<file path="src/sshm_pkg.sv">
// shared types, constants and codes for the sensor sampler health monitor
package sshm_pkg;

  localparam int NUM_CH   = 5;
  localparam int NUM_ADC  = 4;
  localparam int ACCEL_CH = 4;

  localparam logic [15:0] OUTLIER_LIMIT = 16'd320;
  localparam logic [7:0]  STALE_RUN     = 8'd20;
  localparam logic [7:0]  STUCK_RUN     = 8'd10;
  localparam logic [7:0]  FAIL_RUN      = 8'd8;
  localparam logic [7:0]  RUN_MAX       = 8'hFF;
  localparam logic [15:0] ADC_MAX       = 16'd4095;
  localparam logic [15:0] RAW_INVALID   = 16'hFFFF;

  localparam logic [15:0] NORMAL_PERIOD_RST = 16'd100;
  localparam logic [15:0] FAST_PERIOD_RST   = 16'd10;

  localparam logic signed [12:0] TEMP_MID   = 13'sd2048;
  localparam logic signed [22:0] TEMP_GAIN  = 23'sd650;
  localparam logic signed [22:0] TEMP_ROUND = 23'sd1023;
  localparam logic [18:0]        HUMID_GAIN = 19'd100;
  localparam logic [20:0]        WIND_GAIN  = 21'd500;

  // configuration register indexes
  localparam logic [1:0] REG_FAST_MODE     = 2'd0;
  localparam logic [1:0] REG_NORMAL_PERIOD = 2'd1;
  localparam logic [1:0] REG_FAST_PERIOD   = 2'd2;

  typedef enum logic [1:0] {
    H_OK    = 2'd0,
    H_STALE = 2'd1,
    H_STUCK = 2'd2,
    H_FAIL  = 2'd3
  } health_t;

  typedef struct packed {
    logic [15:0] prior_raw;
    logic [15:0] average;
    logic [7:0]  same_run;
    logic [7:0]  outlier_run;
    health_t     health;
    logic        seeded;
  } chan_state_t;

  typedef struct packed {
    logic [31:0] time_ms;
    logic [11:0] temp_adc;
    logic [11:0] smoke_adc;
    logic [11:0] humid_adc;
    logic [11:0] wind_adc;
    logic [15:0] accel_sample;
    logic        accel_good;
  } in_item_t;

  typedef struct packed {
    logic signed [11:0] temp_tenths;
    logic [11:0]        smoke_level;
    logic [6:0]         humidity_pct;
    logic [8:0]         wind_tenths;
    logic [15:0]        accel_value;
    logic [1:0]         health_temp;
    logic [1:0]         health_smoke;
    logic [1:0]         health_humid;
    logic [1:0]         health_wind;
    logic [1:0]         health_accel;
  } out_item_t;

endpackage

</file>
<file path="src/sshm_sched.sv">
// wrap-safe sampling period scheduler
module sshm_sched import sshm_pkg::*; (
  input  logic [31:0] time_ms,
  input  logic [15:0] period,
  input  logic [31:0] last_sample_time,
  input  logic        first_pending,
  output logic        due,
  output logic [31:0] last_sample_time_next
);

  logic [31:0] base;
  logic [31:0] elapsed;
  logic [31:0] period_w;
  logic [31:0] period_x2;

  always_comb begin
    period_w  = {16'd0, period};
    period_x2 = {15'd0, period, 1'b0};
    base      = first_pending ? (time_ms - period_w) : last_sample_time;
    elapsed   = time_ms - base;
    due       = (elapsed >= period_w);
    if (!due) begin
      last_sample_time_next = base;
    end else if (elapsed >= period_x2) begin
      // fell too far behind, restart the time base
      last_sample_time_next = time_ms;
    end else begin
      last_sample_time_next = base + period_w;
    end
  end

endmodule

</file>
<file path="src/sshm_chan.sv">
// one channel update: average, run counts and health
module sshm_chan import sshm_pkg::*; (
  input  chan_state_t cur,
  input  logic [15:0] raw,
  input  logic        is_adc,
  output chan_state_t nxt
);

  logic [15:0] diff;
  logic [19:0] avg_sum;
  logic        same;
  logic        rail;
  logic [7:0]  outlier;
  logic [7:0]  same_run;
  health_t     h;

  always_comb begin
    diff    = (raw >= cur.average) ? (raw - cur.average) : (cur.average - raw);
    avg_sum = {cur.average, 4'd0} - {4'd0, cur.average} + {4'd0, raw};
    outlier = cur.outlier_run;
    nxt     = cur;
    if (!cur.seeded) begin
      nxt.average = raw;
      nxt.seeded  = 1'b1;
    end else begin
      if (is_adc) begin
        if (diff > OUTLIER_LIMIT) begin
          outlier = (cur.outlier_run == RUN_MAX) ? RUN_MAX : cur.outlier_run + 8'd1;
        end else begin
          outlier = 8'd0;
        end
      end
      nxt.average = avg_sum[19:4];
    end

    same     = (raw == cur.prior_raw);
    same_run = same ? ((cur.same_run == RUN_MAX) ? RUN_MAX : cur.same_run + 8'd1) : 8'd0;
    rail     = is_adc && ((raw == 16'd0) || (raw == ADC_MAX));

    h = same ? cur.health : H_OK;
    if (outlier >= FAIL_RUN) begin
      h = H_FAIL;
    end else if (same) begin
      if (rail && (same_run >= STUCK_RUN)) begin
        h = H_STUCK;
      end else if (!rail && (same_run >= STALE_RUN)) begin
        h = H_STALE;
      end
    end

    nxt.outlier_run = outlier;
    nxt.same_run    = same_run;
    nxt.health      = h;
    nxt.prior_raw   = raw;
  end

endmodule

</file>
<file path="src/sensor_sampler_health_monitor_unit.sv">
// top level: input register, scheduler, channel updates, scaling and result register
// a due tick is held in the input register, then in the result register, before it is valid on out_item
// throughput: one tick per cycle while no due tick waits on a held result; the channel state loop is combinational
// ticks that are not due are consumed without producing a result
// rst (synchronous) restores period registers to 100/10 ms, normal mode,
// clears all channel state and re-arms the first-sample pending flag
module sensor_sampler_health_monitor_unit import sshm_pkg::*; (
  input  logic        clk,
  input  logic        rst,
  input  logic        in_valid,
  output logic        in_ready,
  input  in_item_t    in_item,
  output logic        out_valid,
  input  logic        out_ready,
  output out_item_t   out_item,
  input  logic        cfg_valid,
  output logic        cfg_ready,
  input  logic [1:0]  cfg_index,
  input  logic [15:0] cfg_data
);

  // configuration registers
  logic        fast_sel;
  logic [15:0] normal_period;
  logic [15:0] fast_period;

  // input register stage
  logic     in_v;
  in_item_t in_r;

  // scheduler state
  logic [31:0] last_sample_time;
  logic [31:0] last_sample_time_next;
  logic        first_pending;
  logic        due;
  logic [15:0] period;

  // per-channel state
  chan_state_t chan [NUM_CH];
  chan_state_t chan_upd [NUM_CH];
  chan_state_t chan_next [NUM_CH];
  logic [15:0] raw [NUM_CH];

  // scaling
  logic signed [12:0] temp_off;
  logic signed [22:0] temp_prod;
  logic signed [22:0] temp_adj;
  logic signed [22:0] temp_q;
  logic [18:0]        humid_prod;
  logic [20:0]        wind_prod;
  out_item_t          result;

  logic advance;

  // config writes must arrive only while idle; the block does not enforce this, and takes every write
  assign cfg_ready = 1'b1;

  always_ff @(posedge clk) begin
    if (rst) begin
      fast_sel      <= 1'b0;
      normal_period <= NORMAL_PERIOD_RST;
      fast_period   <= FAST_PERIOD_RST;
    end else if (cfg_valid && cfg_ready) begin
      unique case (cfg_index)
        REG_FAST_MODE:     fast_sel      <= cfg_data[0];
        REG_NORMAL_PERIOD: normal_period <= cfg_data;
        REG_FAST_PERIOD:   fast_period   <= cfg_data;
        default: ; // unknown index, write dropped
      endcase
    end
  end

  assign period = fast_sel ? fast_period : normal_period;

  sshm_sched u_sched (
    .time_ms               (in_r.time_ms),
    .period                (period),
    .last_sample_time      (last_sample_time),
    .first_pending         (first_pending),
    .due                   (due),
    .last_sample_time_next (last_sample_time_next)
  );

  // the staged tick moves on when it yields nothing or the result register can take it
  assign advance  = in_v && (!due || !out_valid || out_ready);
  assign in_ready = !in_v || advance;

  always_ff @(posedge clk) begin
    if (rst) begin
      in_v <= 1'b0;
    end else if (in_valid && in_ready) begin
      in_v <= 1'b1;
    end else if (advance) begin
      in_v <= 1'b0;
    end
  end

  always_ff @(posedge clk) begin
    if (in_valid && in_ready) begin
      in_r <= in_item;
    end
  end

  // raw channel values widened to the state width
  always_comb begin
    raw[0]        = {4'd0, in_r.temp_adc};
    raw[1]        = {4'd0, in_r.smoke_adc};
    raw[2]        = {4'd0, in_r.humid_adc};
    raw[3]        = {4'd0, in_r.wind_adc};
    raw[ACCEL_CH] = in_r.accel_sample;
  end

  for (genvar k = 0; k < NUM_CH; k++) begin : g_chan
    sshm_chan u_chan (
      .cur    (chan[k]),
      .raw    (raw[k]),
      .is_adc (k < NUM_ADC),
      .nxt    (chan_upd[k])
    );
  end

  // a failed accelerometer read overrides the normal update of that channel
  always_comb begin
    for (int k = 0; k < NUM_CH; k++) begin
      chan_next[k] = chan_upd[k];
    end
    if (!in_r.accel_good) begin
      chan_next[ACCEL_CH].health      = H_FAIL;
      chan_next[ACCEL_CH].same_run    = 8'd0;
      chan_next[ACCEL_CH].outlier_run = 8'd0;
      chan_next[ACCEL_CH].seeded      = 1'b0;
      chan_next[ACCEL_CH].prior_raw   = RAW_INVALID;
      chan_next[ACCEL_CH].average     = 16'd0;
    end
  end

  // scheduler state commits when the staged tick is consumed, channel state only if it is also due
  always_ff @(posedge clk) begin
    if (rst) begin
      last_sample_time <= 32'd0;
      first_pending    <= 1'b1;
      for (int k = 0; k < NUM_CH; k++) begin
        chan[k] <= '0;
      end
    end else if (advance) begin
      last_sample_time <= last_sample_time_next;
      first_pending    <= 1'b0;
      if (due) begin
        for (int k = 0; k < NUM_CH; k++) begin
          chan[k] <= chan_next[k];
        end
      end
    end
  end

  // physical scaling; temperature division truncates toward zero
  always_comb begin
    temp_off   = TEMP_MID - $signed({1'b0, in_r.temp_adc});
    temp_prod  = 23'(temp_off) * TEMP_GAIN;
    temp_adj   = temp_prod + ((temp_prod < 0) ? TEMP_ROUND : 23'sd0);
    temp_q     = temp_adj >>> 10;
    humid_prod = 19'(in_r.humid_adc) * HUMID_GAIN;
    wind_prod  = 21'(in_r.wind_adc) * WIND_GAIN;

    result.temp_tenths  = temp_q[11:0];
    result.smoke_level  = in_r.smoke_adc;
    result.humidity_pct = humid_prod[18:12];
    result.wind_tenths  = wind_prod[20:12];
    result.accel_value  = in_r.accel_sample;
    result.health_temp  = chan_next[0].health;
    result.health_smoke = chan_next[1].health;
    result.health_humid = chan_next[2].health;
    result.health_wind  = chan_next[3].health;
    result.health_accel = chan_next[ACCEL_CH].health;
  end

  // result register, loaded on a due tick, held until its transfer
  always_ff @(posedge clk) begin
    if (rst) begin
      out_valid <= 1'b0;
    end else if (advance && due) begin
      out_valid <= 1'b1;
    end else if (out_ready) begin
      out_valid <= 1'b0;
    end
  end

  always_ff @(posedge clk) begin
    if (advance && due) begin
      out_item <= result;
    end
  end

endmodule
</file>
<file path="config.mk">
export PLATFORM = sky130hd
export DESIGN_NAME = sensor_sampler_health_monitor_unit
export DESIGN_NICKNAME = d
export VERILOG_FILES = /design/src/sshm_pkg.sv /design/src/sshm_sched.sv /design/src/sshm_chan.sv /design/src/sensor_sampler_health_monitor_unit.sv
export SDC_FILE = /design/constraint.sdc
export NUM_CORES = 2
export LEC_CHECK = 0
export ABC_CLOCK_PERIOD_IN_PS = 17130
export BUFFER_PORTS_ARGS = -buffer_cell sky130_fd_sc_hd__buf_2
export CAP_MARGIN = 20
export CORE_MARGIN = 3
export CORE_UTILIZATION = 53
export CTS_CLUSTER_DIAMETER = 50
export DETAILED_ROUTE_END_ITERATION = 10
export GPL_TIMING_DRIVEN = 0
export PLACE_DENSITY_LB_ADDON = 0.25
export REMOVE_ABC_BUFFERS = 1
export SETUP_SLACK_MARGIN = 0.05
export SLEW_MARGIN = 20
export SYNTH_ARGS = -nofsm -noshare
export SYNTH_HDL_FRONTEND = slang
export SYNTH_SLANG_ARGS = --single-unit
</file>
<file path="constraint.sdc">
create_clock -name clk -period 17.13 [get_ports clk]
set_input_delay 1.713 -clock clk [delete_from_list [all_inputs] [get_ports clk]]
set_output_delay 1.713 -clock clk [all_outputs]
set_load 0.02 [all_outputs]
</file>
==> results.toml <==
[pwr]
comb_power_share_pct = 39.9
intPower_mw = 3.00
powerDensity_nw_per_um2 = 108
clkPwrFrac_pct = 31.1
p_sw_mw = 1.75
power.share.sequential_pct = 29.0
p_leak_nw = 18.8
p_sw_share_pct = 36.9
vdd_ir_drop_max_mv = 0.0958
power.total_mw = 4.74

[logic_synthesis]
async_flop_share_pct = 0
syn_area_sq_um = 39500
yosys.area.top_type = "edfxtp_1"
ys_seq_elements = 442
synth-main-ff-cell = "edfxtp_1"
synth.distinct_cells = 104
ys_warn_count = 0
yosysSeqAreaShare_pct = 31.9
yosysMostFrequentCell = "inv_1"
syn_area_per_cell_sq_um = 9.08
ys_top_cells_by_area = "edfxtp_1 (28%), ha_1 (14%), fa_1 (5.9%)"
synthCells = 4355
synth_common_cells = "inv_1 (445), ha_1 (439), edfxtp_1 (374)"
synth_edf_count = 374
synth.top_cell.area_share_pct = 28.4

[die]
initial_core_util_pct = 53.8
die_x_um = 279
die_h_um = 279
rows = 99
pin_count = 189
core_sq_um = 73500
dieArea_sq_um = 77900

[detailed_routing]
wl_per_cell_um = 18.3
routed_wl_um = 101000
first_pass_iters = 6
drt_iter0_markers = 2465
drc = 0
final_antenna_net_count = 0
avgViaCountPerCell = 5.94
vias = 32700

[setup_path]
cp.required_ns = 15.42
arrival_ns = 9.44
cp-end-kind = "primary output"
r2r-start = "fast_sel"
path_max_fanout = 17
path_class = "reg2out"
startpoint_type = "register"
reg2reg_slack_ns = 6.47
critPathSlowestCell = "dfxtp_1"
rr_endpoint = "chan[0][184]"
r2r_cells = 30
slowest_delay_ns = 0.97

[global_route]
grt_pass1_vias = 31900
antenna_found_initial = 0
grt_pass1_wl_um = 164000
track_usage_pct = 25.6
grt_overflow = 0
grt_start_max_net_pins = 71

[timing]
rsz0062_at_grt = "no"
fmax_mhz = 89.6
setup_tns_ns = 0
hold_viol = 0
finalWorstSetupSlack_ns = 5.97
setup_viol = 0
tightest_slew_ns = 1.06
fin_skew_ns = 0.0198
min_period_over_period_pct = 65.1
slew_headroom_pct = 28.7
fin_crit_ns = 11.16
report.final.slew_viol_count = 0

[finish]
register_area_sq_um = 12600
areaGrowthSynthToFinish_pct = 11.6
fillers = 6321
final_cells = 5508
multi_input_area_sq_um = 24700
final_nets = 5165
drive_gt1_share_pct = 9.43
final_core_util_pct = 60.0

[placed_design]
placed_cells = 5374
pre_cts_ws_ns = 6.80
routabilityCongestion = 0.933
io_buffers = 187
dpl.hpwl_um = 74500

[hold_path]
hold_depth = 2
worstHoldEndpoint = "fast_period[8]"
hold_path.class = "reg2reg"
hold_start = "fast_period[8]"

[clocking]
clockRootBuffer = "clkbuf_16"
holdBufCountCts = 0
cts_buffer_depth = 3
htree_levels = 3
cts_tree = "done"
insertion_delay_ns = 0.61
cts_num_sinks = 442
postCtsSetupBuffers = 0
cts_buffers = 73
path_clk_slew_ns = 0.06
cts_resized = 0

[run_status]
status = "finished clean"

[run]
cap_violations = 0
## flip-flops by register name (all words and copies together) (netlist names)
register and flops:
chan 211, in_r 97, out_item 66, last_sample_time 32
fast_period 16, normal_period 16, fast_sel 1, first_pending 1
in_v 1, out_valid 1
## power by group through the flow
| stage | Clock (mW) | Sequential [mW] | Combinational [mW] |
|---|---|---|---|
| 2_1_floorplan | 0 | 1.42 | 1.39 |
| 3_3_place_gp | 0 | 1.42 | 1.79 |
| 3_5_place_dp | 0 | 1.40 | 1.87 |
| 4_1_cts | 1.51 | 1.38 | 1.88 |
| 5_1_grt | 1.55 | 1.39 | 2.13 |
| 6_report | 1.48 | 1.38 | 1.89 |
## how the worst max path moves through the flow
stage | startpoint | to | slack [ns] | cells past startpoint
after global placement | first_pending | chan[0][16] | -2.36 | 22
after global routing | fast_sel | in_ready | 5.40 | 27
final | fast_sel | in_ready | 5.97 | 27
after detailed placement | fast_sel | chan[0][184] | 6.80 | 30
after floorplan | first_pending | chan[0][102] | 3.98 | 22
after CTS | fast_sel | in_ready | 6.21 | 27
## stage by stage
step / hold slack [ns] / cell area, sq um
after floorplan: 0.427 / 38900
after global placement: 0.443 / 41100
after detailed placement: 0.446 / 41700
after CTS: 0.454 / 44100
after global routing: 0.469 / 44100
final: 0.454 / 44100
## layout make-up
type / instances / area share [%]
Antenna cell: 1 / 0.00567
Inverter: 449 / 3.83
Clock inverter: 45 / 1.11
Clock buffer: 88 / 4.39
Multi-Input combinational cell: 3312 / 56.1
Tap cell: 959 / 2.72
Timing Repair Buffer: 212 / 3.33
Sequential cell: 442 / 28.6
## cells by family after synthesis
family                   after synthesis  share of synthesized area [%]
buffers and inverters                601                           5.82
XOR/XNOR                             273                           6.05
AO/OA/AOI/OAI                       1098                           18.2
AND/OR/NAND/NOR                     1291                           15.8
other                                  1                        0.00949
adder cells (fa/ha/maj)              561                           19.9
flip-flops                           442                           31.9
multiplexers                          88                           2.28
## critical path: cells and delay by family (launching register included)
family / cells / cell delay [ns]
multiplexers: 2 / 0.87
adder cells (fa/ha/maj): 5 / 1.60
AND/OR/NAND/NOR: 10 / 3.06
buffers and inverters: 2 / 0.26
XOR/XNOR: 2 / 0.39
AO/OA/AOI/OAI: 6 / 1.67
flip-flops: 1 / 0.97
## routing by layer
| metal | global-route usage, % | vias to the layer above | wire, um |
|---|---|---|---|
| li1 | - | 16000 | - |
| met1 | 33.9 | 15600 | 44300 |
| met2 | 43.6 | 975 | 47900 |
| met3 | 3.49 | 213 | 5710 |
| met4 | 7.76 | 0 | 3000 |
| met5 | 0 | - | 0 |
## cells in the final DEF (no fill, tap or decap), types with 116 or more instances in the layout
cell,n
a21oi_1,330
buf_2,186
edfxtp_1,374
fa_1,116
ha_1,439
inv_1,444
nand2_1,308
nand3_1,130
nor2_1,359
nor3_1,120
o21ai_0,188
xnor2_1,170
Power figures use the tool's default switching activity.
